`config.mk`:
```
export PLATFORM = sky130hd
export DESIGN_NAME = checksummed_packet_framer
export DESIGN_NICKNAME = d
export VERILOG_FILES = /design/src/cpf_pkg.sv /design/src/checksummed_packet_framer.sv /design/src/cpf_payload_ram.sv
export VERILOG_INCLUDE_DIRS = /design/src /design/src/src
export SDC_FILE = /design/constraint.sdc
export NUM_CORES = 1
export LEC_CHECK = 0
export BUFFER_PORTS_ARGS = -buffer_cell sky130_fd_sc_hd__buf_2
export CAP_MARGIN = 30
export CORE_AREA = 5 5 165 199
export CTS_CLUSTER_SIZE = 40
export DETAILED_ROUTE_END_ITERATION = 8
export DIE_AREA = 0 0 170 204
export SYNTH_ARGS = -nofsm -noshare
export SYNTH_HDL_FRONTEND = slang
export SYNTH_SLANG_ARGS = --single-unit
```
`constraint.sdc`:
```
create_clock -name aclk -period 2.9 [get_ports aclk]
set_clock_uncertainty 0.15 [all_clocks]
set_input_delay 0.145 -clock aclk [delete_from_list [all_inputs] [get_ports aclk]]
set_output_delay 0.145 -clock aclk [all_outputs]
set_load 0.05 [all_outputs]
```
`src/checksummed_packet_framer_defines.svh`:
```
// assertion macros for the packet framer
`ifndef CHECKSUMMED_PACKET_FRAMER_DEFINES_SVH
`define CHECKSUMMED_PACKET_FRAMER_DEFINES_SVH

// checked only while out of reset
`define CPF_ASSERT(label, prop, msg) \
    label: assert property (@(posedge aclk) disable iff (!aresetn) (prop)) \
        else $error(msg);

// checked at every edge, reset included
`define CPF_ASSERT_ALWAYS(label, prop, msg) \
    label: assert property (@(posedge aclk) (prop)) else $error(msg);

`endif

```
`src/cpf_pkg.sv`:
```
package cpf_pkg;

    localparam int MAX_PAYLOAD = 26;
    localparam int CNT_W       = $clog2(MAX_PAYLOAD + 1);
    localparam int ADDR_W      = (MAX_PAYLOAD > 1) ? $clog2(MAX_PAYLOAD) : 1;
    localparam int HDR_LEN     = 5;
    localparam int HDR_W       = $clog2(HDR_LEN);

    localparam logic [7:0] HDR_K = 8'h4B;
    localparam logic [7:0] HDR_D = 8'h44;
    localparam logic [7:0] HDR_B = 8'h42;

    localparam logic [HDR_W-1:0] POS_K  = HDR_W'(0);
    localparam logic [HDR_W-1:0] POS_D  = HDR_W'(1);
    localparam logic [HDR_W-1:0] POS_B  = HDR_W'(2);
    localparam logic [HDR_W-1:0] POS_HI = HDR_W'(3);
    localparam logic [HDR_W-1:0] POS_LO = HDR_W'(4);

    typedef struct packed {
        logic              en;
        logic [ADDR_W-1:0] addr;
        logic [7:0]        data;
    } cpf_wr_t;

    typedef struct packed {
        logic              en;
        logic [ADDR_W-1:0] addr;
    } cpf_rd_t;

endpackage

```
`src/checksummed_packet_framer.sv`:
```
// Packet framer: payload bytes are taken one per cycle into a buffer of
// MAX_PAYLOAD bytes with separate write and read ports while a running 8-bit
// sum is kept. When the buffer fills or a beat with s_last_byte arrives, the
// input stalls and the frame ('K', 'D', 'B', length high, length low,
// payload, checksum) streams out one byte per cycle while m_ready allows;
// each payload read is issued as the byte before it enters the output
// register, so the registered buffer read adds no gap. A full frame holds
// MAX_PAYLOAD + 6 bytes. The checksum beat carries m_frame_end, and
// m_message_done on the frame that closes the message. The buffer needs no
// clearing after reset.
module checksummed_packet_framer
    import cpf_pkg::*;
(
    input  logic       aclk,
    input  logic       aresetn,
    input  logic       s_valid,
    output logic       s_ready,
    input  logic [7:0] s_data_byte,
    input  logic       s_last_byte,
    output logic       m_valid,
    input  logic       m_ready,
    output logic [7:0] m_out_byte,
    output logic       m_frame_end,
    output logic       m_message_done
);

`include "checksummed_packet_framer_defines.svh"

    typedef enum logic [3:0] {
        ST_FILL = 4'b0001,
        ST_HDR  = 4'b0010,
        ST_PAY  = 4'b0100,
        ST_SUM  = 4'b1000
    } state_t;

    state_t             state_reg, state_next;
    logic [CNT_W-1:0]   fill_count_reg, fill_count_next;
    logic [7:0]         payload_sum_reg, payload_sum_next;
    logic [CNT_W-1:0]   len_reg, len_next;
    logic               done_reg, done_next;
    logic [7:0]         csum_reg, csum_next;
    logic [HDR_W-1:0]   hdr_idx_reg, hdr_idx_next;
    logic [CNT_W-1:0]   pay_idx_reg, pay_idx_next;

    logic               m_valid_reg, m_valid_next;
    logic [7:0]         m_out_byte_reg, m_out_byte_next;
    logic               m_frame_end_reg, m_frame_end_next;
    logic               m_message_done_reg, m_message_done_next;

    cpf_wr_t            wr;
    cpf_rd_t            rd;
    logic [7:0]         rd_data;

    logic               in_beat;
    logic               out_free;
    logic [CNT_W-1:0]   fill_inc;
    logic [7:0]         sum_inc;
    logic [15:0]        len16;
    logic [CNT_W-1:0]   pay_inc;
    logic               hdr_not_started;

    cpf_payload_ram u_ram (
        .aclk    (aclk),
        .wr      (wr),
        .rd      (rd),
        .rd_data (rd_data)
    );

    assign s_ready  = (state_reg == ST_FILL);
    assign in_beat  = s_valid && s_ready;
    assign out_free = !m_valid_reg || m_ready;
    assign fill_inc = fill_count_reg + CNT_W'(1);
    assign sum_inc  = payload_sum_reg + s_data_byte;
    assign len16    = 16'(len_reg);
    assign pay_inc  = pay_idx_reg + CNT_W'(1);

    // a held checksum beat may overlap buffering or the wait for the first header byte
    assign hdr_not_started = (state_reg == ST_FILL)
                             || (state_reg == ST_HDR && hdr_idx_reg == POS_K);

    assign wr.en   = in_beat;
    assign wr.addr = fill_count_reg[ADDR_W-1:0];
    assign wr.data = s_data_byte;

    always_comb begin
        state_next          = state_reg;
        fill_count_next     = fill_count_reg;
        payload_sum_next    = payload_sum_reg;
        len_next            = len_reg;
        done_next           = done_reg;
        csum_next           = csum_reg;
        hdr_idx_next        = hdr_idx_reg;
        pay_idx_next        = pay_idx_reg;
        m_valid_next        = m_valid_reg && !m_ready;
        m_out_byte_next     = m_out_byte_reg;
        m_frame_end_next    = m_frame_end_reg;
        m_message_done_next = m_message_done_reg;
        rd.en               = 1'b0;
        rd.addr             = pay_idx_reg[ADDR_W-1:0];

        case (state_reg)
            ST_FILL: begin
                if (in_beat) begin
                    if (fill_inc == CNT_W'(MAX_PAYLOAD) || s_last_byte) begin
                        // close the frame: header bytes and sum are known now
                        state_next       = ST_HDR;
                        len_next         = fill_inc;
                        done_next        = s_last_byte;
                        csum_next        = sum_inc + HDR_K + HDR_D + HDR_B
                                           + 8'(fill_inc >> 8) + 8'(fill_inc);
                        hdr_idx_next     = POS_K;
                        pay_idx_next     = '0;
                        fill_count_next  = '0;
                        payload_sum_next = '0;
                    end else begin
                        fill_count_next  = fill_inc;
                        payload_sum_next = sum_inc;
                    end
                end
            end
            ST_HDR: begin
                if (out_free) begin
                    m_valid_next        = 1'b1;
                    m_frame_end_next    = 1'b0;
                    m_message_done_next = 1'b0;
                    case (hdr_idx_reg)
                        POS_K:   m_out_byte_next = HDR_K;
                        POS_D:   m_out_byte_next = HDR_D;
                        POS_B:   m_out_byte_next = HDR_B;
                        POS_HI:  m_out_byte_next = len16[15:8];
                        POS_LO:  m_out_byte_next = len16[7:0];
                        default: m_out_byte_next = HDR_K;
                    endcase
                    hdr_idx_next = hdr_idx_reg + HDR_W'(1);
                    if (hdr_idx_reg == POS_LO) begin
                        // prefetch the first payload byte
                        state_next = ST_PAY;
                        rd.en      = 1'b1;
                    end
                end
            end
            ST_PAY: begin
                if (out_free) begin
                    m_valid_next        = 1'b1;
                    m_out_byte_next     = rd_data;
                    m_frame_end_next    = 1'b0;
                    m_message_done_next = 1'b0;
                    pay_idx_next        = pay_inc;
                    if (pay_inc == len_reg) begin
                        state_next = ST_SUM;
                    end else begin
                        rd.en   = 1'b1;
                        rd.addr = pay_inc[ADDR_W-1:0];
                    end
                end
            end
            ST_SUM: begin
                if (out_free) begin
                    m_valid_next        = 1'b1;
                    m_out_byte_next     = csum_reg;
                    m_frame_end_next    = 1'b1;
                    m_message_done_next = done_reg;
                    state_next          = ST_FILL;
                end
            end
            default: begin
                state_next = ST_FILL;
            end
        endcase
    end

    always_ff @(posedge aclk) begin
        if (!aresetn) begin
            state_reg       <= ST_FILL;
            fill_count_reg  <= '0;
            payload_sum_reg <= '0;
            m_valid_reg     <= 1'b0;
        end else begin
            state_reg       <= state_next;
            fill_count_reg  <= fill_count_next;
            payload_sum_reg <= payload_sum_next;
            m_valid_reg     <= m_valid_next;
        end
    end

    always_ff @(posedge aclk) begin
        len_reg            <= len_next;
        done_reg           <= done_next;
        csum_reg           <= csum_next;
        hdr_idx_reg        <= hdr_idx_next;
        pay_idx_reg        <= pay_idx_next;
        m_out_byte_reg     <= m_out_byte_next;
        m_frame_end_reg    <= m_frame_end_next;
        m_message_done_reg <= m_message_done_next;
    end

    assign m_valid        = m_valid_reg;
    assign m_out_byte     = m_out_byte_reg;
    assign m_frame_end    = m_frame_end_reg;
    assign m_message_done = m_message_done_reg;

    `CPF_ASSERT(a_fill_in_range, fill_count_reg < CNT_W'(MAX_PAYLOAD), "fill count overran buffer")
    `CPF_ASSERT(a_pay_idx_in_range, state_reg == ST_PAY |-> pay_idx_reg < len_reg, "read past length")
    `CPF_ASSERT(a_end_hold, (m_valid_reg && m_frame_end_reg) |-> hdr_not_started, "end beat overrun")
    `CPF_ASSERT(a_done_on_end, m_valid_reg && m_message_done_reg |-> m_frame_end_reg, "done off end")
    `CPF_ASSERT(a_no_fill_while_emit, state_reg != ST_FILL |=> fill_count_reg == '0, "fill in output")

endmodule

```
`src/cpf_payload_ram.sv`:
```
module cpf_payload_ram
    import cpf_pkg::*;
(
    input  logic       aclk,
    input  cpf_wr_t    wr,
    input  cpf_rd_t    rd,
    output logic [7:0] rd_data
);

    logic [7:0] mem [MAX_PAYLOAD];
    logic [7:0] rd_data_reg;

    always_ff @(posedge aclk) begin
        if (wr.en) begin
            mem[wr.addr] <= wr.data;
        end
    end

    // read data holds while no read is issued
    always_ff @(posedge aclk) begin
        if (rd.en) begin
            rd_data_reg <= mem[rd.addr];
        end
    end

    assign rd_data = rd_data_reg;

endmodule
```
==> flow_metrics.env <==
export IMPL_final_nets=1084
export IMPL_seq_area_frac_synth_pct=64.5
export IMPL_yosysUniqueCellTypes=77
export IMPL_max_slew_margin_rel_pct=59.5
export IMPL_clkPwrFrac_pct=40.7
export IMPL_arrival_ns=3.23
export IMPL_gp_congestion=0.884
export IMPL_p_seq_share_pct=48.0
export IMPL_setup_viol=8
export IMPL_grt_pass1_vias=8002
export IMPL_groute_usage_overall_pct=17.8
export IMPL_overflow=0
export IMPL_crit_fanout=7
export IMPL_dp_hpwl_um=21300
export IMPL_ant_nets=0
export IMPL_hold_path_class="in2reg"
export IMPL_max_slew_worst_pin_slew_ns=0.606
export IMPL_ff_latch_area_sq_mm=0.00781
export IMPL_status="finished, violations left"
export IMPL_cts_made_buffers=27
export IMPL_clock_fmax_ghz=0.322
export IMPL_final_cell_mix="edfxtp_1, buf_4, nand2_1"
export IMPL_cts_buffer_depth=3
export IMPL_min_period_ns=3.10
export IMPL_clk_pin_slew_worst_paths_ns=0.06
export IMPL_fin_util_pct=50.3
export IMPL_drc=0
export IMPL_drive_gt1_share_pct=32.4
export IMPL_dp_cells=1391
export IMPL_fin_hold_ws_ns=0.00922
export IMPL_post_drt_wl_per_cell_um=21.6
export IMPL_drv_cap=0
export IMPL_grt_pass1_wl_um=47100
export IMPL_final_common_cell="edfxtp_1"
export IMPL_final_cells=1462
export IMPL_synth_area_top_cells="edfxtp_1, mux2i_1, dfxtp_1, ha_1, nand2_1"
export IMPL_diodes=0
export IMPL_design_core_area_sq_mm=0.0308
export IMPL_violations="setup timing"
export IMPL_endpoint_kind="register"
export IMPL_power_switching_share_pct=22.7
export IMPL_rows=71
export IMPL_placed_area_sq_mm=0.0137
export IMPL_p_leak_nw=5.54
export IMPL_syn_avg_cell_area_sq_um=14.0
export IMPL_io_buffers=24
export IMPL_setup_slack_ns=-0.205
export IMPL_timing_rr_start="pay_idx_reg[0]"
export IMPL_required_ns=3.02
export IMPL_syn_nets=904
export IMPL_period_share_pct=107
export IMPL_insertion_delay_ns=0.54
export IMPL_synth_edf_count=248
export IMPL_synth_main_ff_cell="edfxtp_1"
export IMPL_vias=7833
export IMPL_syn_inst=863
export IMPL_min_from="s_data_byte[4]"
export IMPL_p_switching_w=0.00204
export IMPL_finalHoldViolations=0
export IMPL_multi_input_area_sq_mm=0.00458
export IMPL_num_fill_cells=2577
export IMPL_final_max_slew_viol_count=0
export IMPL_root_buffer="clkbuf_16"
export IMPL_regMostFlops="u_ram.mem"
export IMPL_synth_top_area_share_pct=61.5
export IMPL_first_pass_iters=5
export IMPL_ys_warn_count=0
export IMPL_clock_sinks=266
export IMPL_synth_seq_cells=266
export IMPL_combinationalPowerShare_pct=11.2
export IMPL_area_growth_pct=28.0
export IMPL_drtIter0Drc=620
export IMPL_largest_register_ffs=208
export IMPL_intPower_w=0.00694
export IMPL_stdcell_area_sq_mm=0.0155
export IMPL_wirelength_um=31600
export IMPL_initial_core_util_pct=39.3
export IMPL_pwr_density_cell_mw_per_mm2=580
export IMPL_tritoncts="yes"
export IMPL_die_width_um=170
export IMPL_antenna_found_initial=0
export IMPL_worstSetupPathType="reg2reg"
export IMPL_ios=25
export IMPL_h_tree_depth=1
export IMPL_synth_area_sq_mm=0.0121
export IMPL_grt_max_degree=36
export IMPL_die_area_sq_mm=0.0347
export IMPL_synthArstFlopShare_pct=0
export IMPL_grt_setup_unrepaired="true"
export IMPL_viasPerCell=5.36
export IMPL_die_h_um=204
export IMPL_startpoint="pay_idx_reg[0]"
export IMPL_yosysTopAreaCell="edfxtp_1"
export IMPL_critPathLaunchType="register"
export IMPL_vdd_ir_drop_max_mv=0.469
-- logic make-up after synthesis --
logic type               synth area share (%)
adder cells (fa/ha/maj)                  3.02
AO/OA/AOI/OAI                            10.6
XOR/XNOR                                 2.48
buffers and inverters                    2.79
flip-flops                               64.5
multiplexers                             7.68
AND/OR/NAND/NOR                          8.92
-- stage by stage --
stage	power [W]	worst slack, ns	setup TNS [ns]
after floorplan	0.00490	-0.00146	-0.00583
after global placement	0.00527	-0.489	-2.90
after detailed placement	0.00528	-0.477	-3.10
after CTS	0.00899	-0.197	-1.37
after global routing	0.00928	-0.310	-2.31
final	0.00898	-0.205	-1.50
-- routing by layer --
metal / track usage (%) / part of all wire, % / vias up / routed length, um
li1: - / - / 3690 / -
met1: 21.7 / 40 / 3888 / 12700
met2: 31.8 / 51 / 189 / 16200
met3: 2.50 / 4.2 / 66 / 1320
met4: 6.68 / 4.2 / 0 / 1330
met5: 0 / 0 / - / 0
-- timing repair --
item / 4_1_cts / 5_1_grt
endpoints found under the setup margin: 11 / 11
gates resized for setup: 65 / 58
hold buffers: 7 / 0
pin swaps: 20 / 26
setup buffers: 12 / 4
gates cloned: 2 / 1
hold endpoints to repair: 36 / 0
-- critical path: stages, from the launching register on --
cell and delay [ns]:
edfxtp_1 0.44, ha_4 0.21, xnor3_2 0.28, nand3_4 0.12, o31ai_4 0.40, a21boi_4 0.12, buf_6 0.16, clkbuf_16 0.17
buf_4 0.16, nor2_4 0.11, buf_8 0.16, nand3_2 0.10, a31oi_2 0.18, a221oi_2 0.05
-- power groups by stage --
stage / Sequential [W] / Clock [W] / Combinational (W)
after detailed placement: 0.00439 / 0 / 0.000889
after CTS: 0.00431 / 0.00371 / 0.000962
after global placement: 0.00439 / 0 / 0.000881
after floorplan: 0.00439 / 0 / 0.000509
after global routing: 0.00432 / 0.00388 / 0.00108
final: 0.00431 / 0.00366 / 0.00101
-- worst paths after layout --
kind / end / slack [ns] / cells past startpoint
max reg2reg: u_ram.rd_data[4] / -0.20 / 13
max: u_ram.rd_data[4] / -0.20 / 13
min reg2reg: payload_sum_reg[2] / 0.33 / 2
min: u_ram.mem[24][4] / 0.009 / 2
-- cells in the mapped netlist (5+ instances only) --
master,number
o21bai_1,6
a32oi_1,9
a21oi_1,20
buf_2,10
xnor2_1,19
o221ai_1,8
mux2i_1,76
and2_1,6
o21ai_0,10
nor2b_1,15
ha_1,26
dfxtp_1,18
nor3_1,6
a22oi_1,22
xor2_1,9
nand3_1,34
a311oi_1,7
a31oi_1,16
a21boi_0,10
edfxtp_1,248
inv_1,25
nor2_1,49
a221oi_2,5
o21a_1,7
nand2_1,85
a2111oi_0,8
mux4_2,7
clkbuf_1,19
-- layout make-up --
type                    count  area share, %
inverters                  25          0.606
repair buffers            193           10.2
clock buffers              30           4.43
well taps                 401           3.24
multi-input cells         530           29.6
clock inverters            17           1.54
flip-flops and latches    266           50.4
No activity file was read; power rests on OpenSTA's default activity.
